--- src/rtl/i2a_pkg.sv ---
`default_nettype none
// ----------------------------------------------------------------------------
// i2a_pkg
// shared codes, character constants and types of the integer to ascii
// formatter
// ----------------------------------------------------------------------------
package i2a_pkg;

   localparam int DIGIT_W = 4;
   localparam int CHAR_W  = 8;

   typedef logic [DIGIT_W-1:0] digit_type;
   typedef logic [CHAR_W-1:0]  char_type;

   // action codes; full hex decodes on the high bit only
   localparam logic [1:0] ACT_DEC      = 2'd0;
   localparam logic [1:0] ACT_HEX      = 2'd1;
   localparam logic [1:0] ACT_FULL     = 2'd2;
   localparam logic [1:0] ACT_FULL_ALT = 2'd3;

   localparam char_type CH_ZERO  = 8'h30;
   localparam char_type CH_MINUS = 8'h2d;
   localparam char_type CH_A     = 8'h61;
   localparam char_type CH_X     = 8'h78;

   localparam digit_type DEC_RADIX = 4'd10;

   // control bundle that loads the character emitter
   typedef struct packed {
      logic       load;
      logic       skip_zeros;
      logic [1:0] pre_cnt;
      char_type   pre_first;
      char_type   pre_second;
   } emit_ctl_type;

   function automatic char_type digit_char(digit_type d);
      char_type c;
      if (d < DEC_RADIX) begin
         c = CH_ZERO + {4'd0, d};
      end else begin
         c = CH_A + {4'd0, digit_type'(d - DEC_RADIX)};
      end
      return c;
   endfunction

endpackage : i2a_pkg
`default_nettype wire

--- src/rtl/i2a_if.sv ---
`default_nettype none
// ----------------------------------------------------------------------------
// i2a request and response channels
// valid/ready stream interfaces; a transfer happens when both are high
// ----------------------------------------------------------------------------
interface i2a_req_if #(
   parameter int VALUE_WIDTH = 32
);
   logic                   valid;
   logic                   ready;
   logic [1:0]             action;
   logic [VALUE_WIDTH-1:0] value;

   modport source (output valid, output action, output value, input ready);
   modport sink   (input valid, input action, input value, output ready);
endinterface : i2a_req_if

interface i2a_rsp_if;
   logic       valid;
   logic       ready;
   logic [7:0] character;
   logic       last;

   modport source (output valid, output character, output last, input ready);
   modport sink   (input valid, input character, input last, output ready);
endinterface : i2a_rsp_if
`default_nettype wire

--- src/rtl/i2a_dabble.sv ---
`default_nettype none
// ----------------------------------------------------------------------------
// i2a_dabble
// bit-serial binary to bcd converter, one input bit per cycle (shift and add 3)
// ----------------------------------------------------------------------------
module i2a_dabble
   import i2a_pkg::*;
#(
   parameter int VALUE_WIDTH = 32,
   parameter int DEC_DIGITS  = 10
) (
   input  wire logic                           clock,
   input  wire logic                           reset,
   input  wire logic                           start,
   input  wire logic [VALUE_WIDTH-1:0]         mag,
   output logic                                busy,
   output logic [DEC_DIGITS*DIGIT_W-1:0]       bcd
);

   localparam int BCD_W = DEC_DIGITS * DIGIT_W;
   localparam int CNT_W = $clog2(VALUE_WIDTH + 1);
   localparam digit_type ADJ_LIMIT = 4'd5;
   localparam digit_type ADJ_ADD   = 4'd3;

   logic [BCD_W-1:0]       bcd_ff, bcd_in, adj;
   logic [VALUE_WIDTH-1:0] bin_ff, bin_in;
   logic [CNT_W-1:0]       cnt_ff, cnt_in;

   assign busy = (cnt_ff != '0);
   assign bcd  = bcd_ff;

   // per-digit correction before each shift
   always_comb begin
      for (int i = 0; i < DEC_DIGITS; i++) begin
         if (bcd_ff[i*DIGIT_W +: DIGIT_W] >= ADJ_LIMIT) begin
            adj[i*DIGIT_W +: DIGIT_W] = bcd_ff[i*DIGIT_W +: DIGIT_W] + ADJ_ADD;
         end else begin
            adj[i*DIGIT_W +: DIGIT_W] = bcd_ff[i*DIGIT_W +: DIGIT_W];
         end
      end
   end

   always_comb begin
      bcd_in = bcd_ff;
      bin_in = bin_ff;
      cnt_in = cnt_ff;
      if (start) begin
         bcd_in = '0;
         bin_in = mag;
         cnt_in = CNT_W'(VALUE_WIDTH);
      end else if (busy) begin
         bcd_in = {adj[BCD_W-2:0], bin_ff[VALUE_WIDTH-1]};
         bin_in = {bin_ff[VALUE_WIDTH-2:0], 1'b0};
         cnt_in = cnt_ff - CNT_W'(1);
      end
   end

   always_ff @(posedge clock) begin
      if (reset) begin
         cnt_ff <= '0;
      end else begin
         cnt_ff <= cnt_in;
      end
   end

   always_ff @(posedge clock) begin
      bcd_ff <= bcd_in;
      bin_ff <= bin_in;
   end

endmodule : i2a_dabble
`default_nettype wire

--- src/rtl/i2a_emitter.sv ---
`default_nettype none
// ----------------------------------------------------------------------------
// i2a_emitter
// digit shift register and output register; sends an optional prefix, drops
// leading zero digits when skip_zeros is set and sends one character per transfer
// ----------------------------------------------------------------------------
module i2a_emitter
   import i2a_pkg::*;
#(
   parameter int DEC_DIGITS = 10
) (
   input  wire logic                                  clock,
   input  wire logic                                  reset,
   input  wire emit_ctl_type                          ctl,
   input  wire logic [DEC_DIGITS*DIGIT_W-1:0]         digits,
   input  wire logic [$clog2(DEC_DIGITS+1)-1:0]       count,
   output logic                                       busy,
   i2a_rsp_if.source                                  rsp
);

   localparam int DIG_W  = DEC_DIGITS * DIGIT_W;
   localparam int DCNT_W = $clog2(DEC_DIGITS + 1);

   logic [DIG_W-1:0]  dig_ff, dig_in;
   logic [DCNT_W-1:0] dcnt_ff, dcnt_in;
   logic              skip_ff, skip_in;
   logic [1:0]        pcnt_ff, pcnt_in;
   char_type          pre0_ff, pre0_in, pre1_ff, pre1_in;
   logic              ovalid_ff, ovalid_in;
   char_type          ochar_ff, ochar_in;
   logic              olast_ff, olast_in;

   logic      out_free;
   logic      skipping;
   digit_type top_d;

   assign out_free = !ovalid_ff || rsp.ready;
   assign top_d    = dig_ff[DIG_W-1 -: DIGIT_W];
   assign skipping = skip_ff && (top_d == '0) && (dcnt_ff > DCNT_W'(1));
   assign busy     = (pcnt_ff != '0) || (dcnt_ff != '0);

   assign rsp.valid     = ovalid_ff;
   assign rsp.character = ochar_ff;
   assign rsp.last      = olast_ff;

   always_comb begin
      dig_in    = dig_ff;
      dcnt_in   = dcnt_ff;
      skip_in   = skip_ff;
      pcnt_in   = pcnt_ff;
      pre0_in   = pre0_ff;
      pre1_in   = pre1_ff;
      ovalid_in = ovalid_ff && !rsp.ready;
      ochar_in  = ochar_ff;
      olast_in  = olast_ff;

      // prefix characters go first, digits always follow them
      if (pcnt_ff != '0 && out_free) begin
         ovalid_in = 1'b1;
         ochar_in  = pre0_ff;
         olast_in  = 1'b0;
         pre0_in   = pre1_ff;
         pcnt_in   = pcnt_ff - 2'd1;
      end

      // leading zeros drop without using the output
      if (skipping) begin
         dig_in  = dig_ff << DIGIT_W;
         dcnt_in = dcnt_ff - DCNT_W'(1);
      end else if (pcnt_ff == '0 && dcnt_ff != '0 && out_free) begin
         ovalid_in = 1'b1;
         ochar_in  = digit_char(top_d);
         olast_in  = (dcnt_ff == DCNT_W'(1));
         dig_in    = dig_ff << DIGIT_W;
         dcnt_in   = dcnt_ff - DCNT_W'(1);
         // zeros after the first digit sent are part of the number
         skip_in   = 1'b0;
      end

      if (ctl.load) begin
         dig_in  = digits;
         dcnt_in = count;
         skip_in = ctl.skip_zeros;
         pcnt_in = ctl.pre_cnt;
         pre0_in = ctl.pre_first;
         pre1_in = ctl.pre_second;
      end
   end

   always_ff @(posedge clock) begin
      if (reset) begin
         dcnt_ff   <= '0;
         pcnt_ff   <= '0;
         ovalid_ff <= 1'b0;
      end else begin
         dcnt_ff   <= dcnt_in;
         pcnt_ff   <= pcnt_in;
         ovalid_ff <= ovalid_in;
      end
   end

   always_ff @(posedge clock) begin
      dig_ff   <= dig_in;
      skip_ff  <= skip_in;
      pre0_ff  <= pre0_in;
      pre1_ff  <= pre1_in;
      ochar_ff <= ochar_in;
      olast_ff <= olast_in;
   end

endmodule : i2a_emitter
`default_nettype wire

--- src/rtl/integer_to_ascii_formatter_top.sv ---
`default_nettype none
// ----------------------------------------------------------------------------
// integer_to_ascii_formatter_top
// prints a word as ascii text, one character per response transfer
// ----------------------------------------------------------------------------
// Takes one word and an action per request transfer and returns its text one
// character per response transfer, most significant character first, with
// last set on the final one. Action 0 gives signed decimal (leading minus, no
// leading zeros, the most negative value printed from its unsigned
// magnitude), action 1 lowercase hex with no leading zeros, actions 2 and 3
// "0x" plus every hex digit of the word. One request is in work at a time.
// Decimal runs the magnitude through the bit-serial bcd converter, then loads
// every digit position of the bcd register (DEC_DIGITS, 10 at width 32) into
// the emitter, leading zeros dropping one per cycle and each character leaving
// when the sink is ready, before going back to idle. Hex skips the converter and
// loads the emitter at the request transfer. The last character of a text
// sits in the output register while the next request is taken.
// ----------------------------------------------------------------------------
module integer_to_ascii_formatter_top
   import i2a_pkg::*;
#(
   parameter int VALUE_WIDTH = 32
) (
   input  wire logic  clock,
   input  wire logic  reset,
   i2a_req_if.sink    req_bus,
   i2a_rsp_if.source  rsp_bus
);

   // decimal digits of the largest unsigned word: floor(w * log10 2) + 1
   localparam int DEC_DIGITS = (VALUE_WIDTH * 30103) / 100000 + 1;
   localparam int HEX_DIGITS = (VALUE_WIDTH + 3) / 4;
   localparam int DIG_W      = DEC_DIGITS * DIGIT_W;
   localparam int HEX_W      = HEX_DIGITS * DIGIT_W;
   localparam int DCNT_W     = $clog2(DEC_DIGITS + 1);

   typedef enum logic [2:0] {
      S_IDLE = 3'b001,
      S_CONV = 3'b010,
      S_EMIT = 3'b100
   } state_type;

   state_type state_ff, state_in;
   logic      neg_ff, neg_in;

   logic                   accept;
   logic                   is_dec, is_full;
   logic                   neg;
   logic [VALUE_WIDTH-1:0] mag;
   logic [HEX_W-1:0]       hex_pad;
   logic [DIG_W-1:0]       hex_load;

   logic                   dab_start, dab_busy;
   logic [DIG_W-1:0]       bcd;

   emit_ctl_type           ectl;
   logic [DIG_W-1:0]       emit_digits;
   logic [DCNT_W-1:0]      emit_count;
   logic                   emit_busy;

   // requests are taken only between texts
   assign req_bus.ready = (state_ff == S_IDLE);
   assign accept        = req_bus.valid && req_bus.ready;

   // action decode
   always_comb begin
      is_dec  = 1'b0;
      is_full = 1'b0;
      unique case (req_bus.action) inside
         ACT_DEC:                is_dec  = 1'b1;
         ACT_HEX:                is_full = 1'b0;
         ACT_FULL, ACT_FULL_ALT: is_full = 1'b1;
      endcase
   end

   // two's complement magnitude; the most negative value maps to itself,
   // which read unsigned is the right magnitude
   assign neg = req_bus.value[VALUE_WIDTH-1];
   assign mag = neg ? (~req_bus.value + VALUE_WIDTH'(1)) : req_bus.value;

   // hex nibbles, most significant digit at the top of the digit register
   assign hex_pad  = HEX_W'(req_bus.value);
   assign hex_load = DIG_W'(hex_pad) << (DIG_W - HEX_W);

   assign dab_start = accept && is_dec;

   i2a_dabble #(
      .VALUE_WIDTH (VALUE_WIDTH),
      .DEC_DIGITS  (DEC_DIGITS)
   ) u_dabble (
      .clock (clock),
      .reset (reset),
      .start (dab_start),
      .mag   (mag),
      .busy  (dab_busy),
      .bcd   (bcd)
   );

   // emitter loading: hex right at the request transfer, decimal once the
   // converter has shifted the whole magnitude in
   always_comb begin
      ectl.load       = 1'b0;
      ectl.skip_zeros = 1'b1;
      ectl.pre_cnt    = 2'd0;
      ectl.pre_first  = CH_MINUS;
      ectl.pre_second = CH_X;
      emit_digits     = bcd;
      emit_count      = DCNT_W'(DEC_DIGITS);
      if (state_ff == S_IDLE && accept && !is_dec) begin
         ectl.load   = 1'b1;
         emit_digits = hex_load;
         emit_count  = DCNT_W'(HEX_DIGITS);
         if (is_full) begin
            ectl.skip_zeros = 1'b0;
            ectl.pre_cnt    = 2'd2;
            ectl.pre_first  = CH_ZERO;
         end
      end else if (state_ff == S_CONV && !dab_busy) begin
         ectl.load    = 1'b1;
         ectl.pre_cnt = neg_ff ? 2'd1 : 2'd0;
      end
   end

   i2a_emitter #(
      .DEC_DIGITS (DEC_DIGITS)
   ) u_emitter (
      .clock  (clock),
      .reset  (reset),
      .ctl    (ectl),
      .digits (emit_digits),
      .count  (emit_count),
      .busy   (emit_busy),
      .rsp    (rsp_bus)
   );

   // sequencer
   always_comb begin
      state_in = state_ff;
      neg_in   = neg_ff;
      unique case (state_ff)
         S_IDLE: begin
            if (accept) begin
               neg_in   = neg;
               state_in = is_dec ? S_CONV : S_EMIT;
            end
         end
         S_CONV: begin
            if (!dab_busy) begin
               state_in = S_EMIT;
            end
         end
         S_EMIT: begin
            if (!emit_busy) begin
               state_in = S_IDLE;
            end
         end
         default: state_in = S_IDLE;
      endcase
   end

   always_ff @(posedge clock) begin
      if (reset) begin
         state_ff <= S_IDLE;
      end else begin
         state_ff <= state_in;
      end
   end

   always_ff @(posedge clock) begin
      neg_ff <= neg_in;
   end

   // the emitter has finished its text whenever new requests are taken
   a_idle_emitter_done : assert property (@(posedge clock) disable iff (reset)
      (state_ff == S_IDLE) |-> !emit_busy)
      else $error("emitter still busy while taking requests");

   // the converter runs only during the conversion phase
   a_dabble_in_conv : assert property (@(posedge clock) disable iff (reset)
      dab_busy |-> (state_ff == S_CONV))
      else $error("bcd converter running outside conversion");

   // a decimal request always goes through the converter before any output
   a_dec_converts : assert property (@(posedge clock) disable iff (reset)
      dab_start |=> dab_busy && (state_ff == S_CONV))
      else $error("decimal request did not start conversion");

   // every character sent is a nonzero code, never an unloaded register
   a_char_nonzero : assert property (@(posedge clock) disable iff (reset)
      rsp_bus.valid |-> (rsp_bus.character != 8'd0))
      else $error("null character on response");

endmodule : integer_to_ascii_formatter_top
`default_nettype wire

--- src/flat_wrapper.sv ---
// flat-port wrapper written by rule: the top's interface ports become plain ports
module integer_to_ascii_formatter_top_flat import i2a_pkg::*;
#(
   parameter int VALUE_WIDTH = 32
)
  (clock, reset, req_bus_valid, req_bus_action, req_bus_value, req_bus_ready, rsp_bus_valid, rsp_bus_character, rsp_bus_last, rsp_bus_ready);
  i2a_req_if #(.VALUE_WIDTH(VALUE_WIDTH)) req_bus_i ();
  i2a_rsp_if rsp_bus_i ();
  input  wire logic clock;
  input  wire logic reset;
  input wire logic [$bits(req_bus_i.valid)-1:0] req_bus_valid;
  input wire logic [$bits(req_bus_i.action)-1:0] req_bus_action;
  input wire logic [$bits(req_bus_i.value)-1:0] req_bus_value;
  output wire logic [$bits(req_bus_i.ready)-1:0] req_bus_ready;
  output wire logic [$bits(rsp_bus_i.valid)-1:0] rsp_bus_valid;
  output wire logic [$bits(rsp_bus_i.character)-1:0] rsp_bus_character;
  output wire logic [$bits(rsp_bus_i.last)-1:0] rsp_bus_last;
  input wire logic [$bits(rsp_bus_i.ready)-1:0] rsp_bus_ready;
  assign req_bus_i.valid = req_bus_valid;
  assign req_bus_i.action = req_bus_action;
  assign req_bus_i.value = req_bus_value;
  assign req_bus_ready = req_bus_i.ready;
  assign rsp_bus_valid = rsp_bus_i.valid;
  assign rsp_bus_character = rsp_bus_i.character;
  assign rsp_bus_last = rsp_bus_i.last;
  assign rsp_bus_i.ready = rsp_bus_ready;
  integer_to_ascii_formatter_top #(.VALUE_WIDTH(VALUE_WIDTH)) u_core (.clock(clock), .reset(reset), .req_bus(req_bus_i), .rsp_bus(rsp_bus_i));
endmodule
--- config.mk ---
export PLATFORM = sky130hd
export DESIGN_NAME = integer_to_ascii_formatter_top_flat
export DESIGN_NICKNAME = d
export VERILOG_FILES = /design/src/rtl/i2a_pkg.sv /design/src/rtl/i2a_if.sv /design/src/rtl/i2a_dabble.sv /design/src/rtl/i2a_emitter.sv /design/src/rtl/integer_to_ascii_formatter_top.sv /design/src/flat_wrapper.sv
export SDC_FILE = /design/constraint.sdc
export NUM_CORES = 1
export LEC_CHECK = 0
export BUFFER_PORTS_ARGS = -buffer_cell sky130_fd_sc_hd__buf_4
export CAP_MARGIN = 25
export CORE_AREA = 2 2 126 128
export CTS_BUF_LIST = sky130_fd_sc_hd__clkbuf_8
export DETAILED_ROUTE_END_ITERATION = 8
export DIE_AREA = 0 0 128 130
export PLACE_DENSITY_LB_ADDON = 0.15
export SLEW_MARGIN = 30
export SYNTH_ARGS = -nofsm -noshare
export SYNTH_HDL_FRONTEND = slang
export SYNTH_SLANG_ARGS = --single-unit
--- constraint.sdc ---
create_clock -name clock -period 6.9 [get_ports clock]
set_input_delay 0.345 -clock clock [delete_from_list [all_inputs] [get_ports clock]]
set_output_delay 0.345 -clock clock [all_outputs]
set_load 0.02 [all_outputs]
## Yosys cells after proc, flatten, opt, wreduce, memory -nomap -nowiden

Index checks and enable logic that the tools add are counted.

| storage, ports and cells | value |
|---|---|
| register bits | 147 |
| input bits | 38 |
| logic and storage cells | 141 |
| output and inout port bits | 11 |

| operators by class | value |
|---|---|
| reductions and logical operators | 32 |
| muxes and demuxes | 55 |
| magnitude comparators | 12 |
| add/subtract/negate cells | 17 |
| bitwise operators | 1 |
| equal/unequal tests | 10 |

Operators with widths:

| operator | count |
|---|---|
| 40-bit 2-to-1 mux | 4 |
| 32-bit 2-to-1 mux | 3 |
| 8-bit 2-to-1 mux | 7 |
| 4-bit 2-to-1 mux | 12 |
| 4-bit by 3-bit greater-or-equal comparator with 1-bit output, second input constant | 10 |
| 4-bit by 2-bit adder with 4-bit output, second input constant | 9 |
| 32-bit by 1-bit adder with 32-bit output, second input constant | 1 |
| 32-bit NOT | 1 |
| 1-bit 2-to-1 mux | 15 |
| 3-bit 2-to-1 mux | 5 |
| 6-bit 2-to-1 mux | 2 |
| 1-bit logical AND | 11 |
| 11-bit 2-to-1 mux | 1 |
| 2-bit 2-to-1 mux | 5 |
| 3-bit one-hot mux with 3 select lines | 1 |
| 7-bit by 4-bit adder with 8-bit output, first input constant | 1 |
| 2-bit nonzero test | 4 |
| 6-bit by 4-bit adder with 7-bit output, first input constant | 1 |
| 2-bit != test, second input constant | 3 |
| 6-bit nonzero test | 1 |
| 6-bit by 1-bit subtractor with 6-bit output, second input constant | 1 |
| 2-bit == test, second input constant | 2 |
| 4-bit by 1-bit == test with 1-bit output, second input constant | 1 |
| 4-bit by 1-bit > comparator with 1-bit output, second input constant | 1 |
| 18 further kinds | 25 |

## Logic depth before layout (Yosys ltp)

| logic depth | value |
|---|---|
| depth after elaboration | 7 |
| mapped depth | 9 |

## By module

Synthesis repeated with hierarchy kept, for this count alone.

| unflattened totals | value |
|---|---|
| cells, all modules | 847 |
| area total of the unflattened synthesis | 8,933.6 µm² |

By module, submodules not included:

| module | instances | area each (µm²) | cells each |
|---|---|---|---|
| i2a_dabble | 1 | 4,226.6 | 447 |
| i2a_emitter | 1 | 3,233.1 | 222 |
| integer_to_ascii_formatter_top | 1 | 1,473.9 | 178 |

## Worst setup path before layout

OpenSTA, ideal clock, no wires.

| timing path | value |
|---|---|
| path kind | reg2reg |
| start | reg u_core.u_emitter.dig_ff[37] |
| end | reg u_core.u_emitter.dig_ff[0], enable pin |
| data required time | 6.407 ns |
| library setup time | 0.493 ns |
| clock period less this slack | 4.320 ns |
| cell stages (with the launch flop) | 6 |
| path slack | 2.580 ns |
| buffers on the path | 0 |
| data arrival time | 3.827 ns |
| cells stage by stage | edfxtp_1 > inv_1 > ha_1 > and4bb_2 > a22oi_2 > o21ai_0 |

| between the ends | value |
|---|---|
| word-level cells in the longest chain between the ends | 4 |

RTL lines:

| what | RTL line | text |
|---|---|---|
| start, declared | i2a_emitter.sv:24 | `logic [DIG_W-1:0] dig_ff, dig_in;` |
| start signal, assigned | i2a_emitter.sv:103 | `dig_ff <= dig_in;` |
| 4-bit logical NOT | i2a_emitter.sv:39 | `assign skipping = skip_ff && (top_d == '0) && (dcnt_ff > DCNT_W'(1));` |
| 1-bit logical AND (2 in series) | i2a_emitter.sv:39 |  |
| 3-bit nonzero test (no source line) | - |  |

Every way passes these cells.
A chain may end at the register's enable or synchronous reset.

## Worst setup path after layout

| timing path | value |
|---|---|
| start | reg u_core.u_dabble.cnt_ff[0] |
| end | reg u_core.u_emitter.dig_ff[7], enable pin |

| between the ends | value |
|---|---|
| word-level cells in the longest chain between the ends | 6 |

RTL lines:

| what | RTL line | text |
|---|---|---|
| start, declared | i2a_dabble.sv:27 | `logic [CNT_W-1:0] cnt_ff, cnt_in;` |
| start signal, assigned | i2a_dabble.sv:62 | `cnt_ff <= cnt_in;` |
| 6-bit nonzero test | i2a_dabble.sv:29 | `assign busy = (cnt_ff != '0);` |
| 1-bit logical NOT | integer_to_ascii_formatter_top.sv:118 | `end else if (state_ff == S_CONV && !dab_busy) begin` |
| 1-bit logical AND | integer_to_ascii_formatter_top.sv:118 |  |
| 1-bit 2-to-1 mux | integer_to_ascii_formatter_top.sv:118 |  |
| 1-bit 2-to-1 mux | integer_to_ascii_formatter_top.sv:109 | `if (state_ff == S_IDLE && accept && !is_dec) begin` |
| 3-bit nonzero test (no source line) | - |  |

Every way passes these cells.

==> impl_metrics.ini <==
[cts]
h-tree-depth = 4
path_clk_slew_ns = 0.08
insertion_delay_ns = 0.43
numClockSinks = 143
clockBufferDepth = 2
cts_hold_buffers = 0
clock-root-buffer = clkbuf_8
post_cts_resized = 0
cts-buffers-inserted = 17
cts_setup_buffers = 0
cts_tree = built

[min_path]
hold_end = u_core.u_emitter.dcnt_ff[3]
hp-class = in2reg
hold_start = reset
hold_path_depth = 2

[finish]
final_nets = 900
antenna_cells = 0
seq_area_mm2 = 0.00364
fill_cells = 1374
stdcell_count = 1038
drive_above_1_share = 0.125
multi_input_area_mm2 = 0.00362
areaGrowthSynthToFinish_pct = 12.4

[power]
pwr-share-clk = 0.153
combPwrFrac = 0.438
intPower_mw = 2.56
swShare = 0.396
p_seq_frac = 0.409
p_switching_mw = 1.68
ir_worst_vdd_mv = 0.269
pwr_density_cell_mw_per_mm2 = 501
leakagePower_nw = 3.45
p_total_mw = 4.24

[flow_run]
maxCapViolCount = 0

[worst_setup_path]
cpPeakStageDelay_ns = 0.53
critPathMaxFanout = 42
worstPathArrival_ns = 3.17
cp-end-kind = register
crit_path_top_delay_cell = inv_2
cp.required_ns = 7.09
regToRegStartpoint = u_core.u_dabble.cnt_ff[0]
crit_path_start_kind = register
path_cells = inv_1, ha_1, nand2b_1, nor4b_4, buf_4, or2_2, inv_2, o21ai_4, buf_16
crit_type = reg2reg
rr_worst_depth = 9
reg2reg_slack_ns = 3.92
reg2reg_to = u_core.u_emitter.dig_ff[7]

[synthesis]
yosys_warnings = 0
synth.net_count = 865
syn-cell-area_mm2 = 0.00752
synth_edf_count = 78
synth-seq-area-share = 0.484
synth_cell_types = 55
syn_area_per_cell_um2 = 9.42
netlist_instances = 798
ys_ff_latch = 143
ys.flop_type = edfxtp_1
synthArstFlopShare = 0

[timing]
rsz0062_at_grt = no
max_clock_freq_mhz = 335
fin_crit_ns = 2.98
fin_crit_sh = 0.432
clock_skew_ns = 0.00949
tns_ns = 0
hold_violations = 0
tightestPinTransition_ns = 0.744
setup_violations = 0
slew_violations = 0
setup_slack_ns = 3.92
slew_headroom = 0.502

[floorplan]
die_x_um = 128
die_height_um = 130
core_area_mm2 = 0.0154
ios = 49
initial_core_util = 0.488
die-area_mm2 = 0.0166
rows = 46

[place]
dp.cells = 1006
io_buffers = 48
gp_congestion = 0.811
hpwl_mm = 11.4
dp_slack_ns = 3.88

[run_status]
status = complete, no violations

[route]
drtIter0Drc = 324
viasPerCell = 5.54
wirelength_mm = 16.3
ant_nets = 0
firstDrtPassIters = 5
wl_per_cell_um = 15.7
vias = 5754
drc = 0

[grt]
antenna_found_initial = 0
grt_max_degree = 64
grt.total_usage = 0.205
first_global_vias = 5635
grt_first_pass_wirelength_mm = 27.0
gr-total-overflow = 0
-- cells in the mapped netlist, drive strengths merged, types with 3 or more instances --
master  instances  area, um^2
a22oi          34         260
a211oi         21         163
xor2           32         280
clkbuf         28         105
nor4            9        62.6
nand2b         16         100
nand3          13        65.1
nor3            7        35.0
nor2           38         145
mux2            3        33.8
buf            10        58.8
mux2i          17         170
dfxtp          65        1300
o31ai           9        81.3
xnor2          19         166
nand2         158         593
o41ai           4        35.0
a21oi          52         264
nor3b          12        90.1
nand4           5        31.3
nor2b           3        18.8
edfxtp         78        2340
a22o            3        26.3
o21ai          69         345
inv            37         139
or3             7        53.8
ha             29         363
-- kinds of logic (layout without fill, tap and decap cells) --
| family | count (synthesis) | in the layout | synth area share |
|---|---|---|---|
| and+or+nand+nor | 280 | 280 | 0.175 |
| buffers and inverters | 75 | 123 | 0.0403 |
| DFF | 143 | 143 | 0.484 |
| AOI/OAI and AO/OA | 200 | 200 | 0.166 |
| muxes | 20 | 20 | 0.0271 |
| xor gates and xnor gates | 51 | 51 | 0.0594 |
| adders and majority gates | 29 | 29 | 0.0482 |
-- layout by cell type, fill, tap and decap left out, drive strengths merged, types with 3 or more instances in the layout --
| cell type | count |
|---|---|
| o21ai | 69 |
| nor3b | 12 |
| or3 | 7 |
| nand3 | 13 |
| nand2b | 16 |
| dfxtp | 65 |
| a211oi | 21 |
| nor3 | 7 |
| o41ai | 4 |
| xnor2 | 19 |
| o31ai | 9 |
| ha | 29 |
| inv | 42 |
| mux2 | 3 |
| nand2 | 158 |
| nand4 | 5 |
| mux2i | 17 |
| nor4 | 9 |
| buf | 54 |
| clkbuf | 19 |
| xor2 | 32 |
| a22oi | 34 |
| clkinv | 4 |
| edfxtp | 78 |
| a21oi | 52 |
| nor2b | 3 |
| a22o | 3 |
| nor2 | 38 |
-- routing by layer --
layer / up-vias / track usage / part of all wire
met4: 0 / 0.0666 / 0.016
met3: 15 / 0.0517 / 0.035
met5: - / 0 / 0
met2: 109 / 0.342 / 0.48
li1: 2900 / - / -
met1: 2730 / 0.263 / 0.47
-- area by class of cell --
type	instances	share of cell area
inverters	37	0.0164
well taps	192	0.0284
flip-flops and latches	143	0.431
multi-input cells	580	0.428
repair buffers	54	0.0503
clock inverters	13	0.0144
clock buffers	19	0.0309
-- critical path, delay by kind of cell, from the launching register on --
kind,cells,cell delay [ns]
buf+inv,4,1.16
compound gates,1,0.39
simple gates,3,0.63
flops,1,0.35
fa+ha+maj,1,0.21
-- power by group through the flow --
| stage | sequential [mW] | clock, mW | combinational (mW) |
|---|---|---|---|
| floorplan | 1.72 | 0 | 1.40 |
| global placement | 1.73 | 0 | 1.74 |
| detailed placement | 1.75 | 0 | 1.86 |
| CTS | 1.73 | 0.667 | 1.87 |
| global route | 1.79 | 0.698 | 2.13 |
| finish | 1.73 | 0.649 | 1.86 |
-- registers in the layout, indices dropped and copies added (netlist names) --
signal,count
u_core.u_dabble.cnt_ff,6
u_core.u_emitter.skip_ff,1
u_core.u_emitter.rsp.valid,1
u_core.u_emitter.rsp.character,8
u_core.u_emitter.rsp.last,1
u_core.u_dabble.bin_ff,32
u_core.u_emitter.dcnt_ff,4
u_core.u_dabble.bcd,40
u_core.neg_ff,1
u_core.u_emitter.pre0_ff,4
u_core.u_emitter.dig_ff,40
u_core.u_emitter.pcnt_ff,2
u_core.state_ff,3
-- per-stage QoR --
| stage | area, um^2 | hold slack (ns) | utilization |
|---|---|---|---|
| after global placement | 8020 | 0.430 | 0.520 |
| final | 8450 | 0.212 | 0.548 |
| after detailed placement | 8050 | 0.434 | 0.522 |
| after floorplan | 7520 | 0.421 | - |
| after CTS | 8430 | 0.173 | 0.547 |
| after global routing | 8450 | 0.192 | 0.548 |
-- how the worst max path moves through the flow --
stage	slack, ns	to	from	cells past startpoint
6_report	3.92	u_core.u_emitter.dig_ff[7]	u_core.u_dabble.cnt_ff[0]	9
5_1_grt	3.69	u_core.u_emitter.dig_ff[1]	u_core.u_dabble.cnt_ff[1]	9
4_1_cts	3.88	u_core.u_emitter.dig_ff[3]	u_core.u_dabble.cnt_ff[0]	9
3_5_place_dp	3.88	u_core.u_dabble.bin_ff[0]	u_core.state_ff[2]	5
3_3_place_gp	3.98	u_core.u_dabble.bin_ff[0]	u_core.state_ff[2]	5
2_1_floorplan	2.58	u_core.u_emitter.dig_ff[0]	u_core.u_emitter.dig_ff[37]	5
Power figures use the tool's default switching activity.
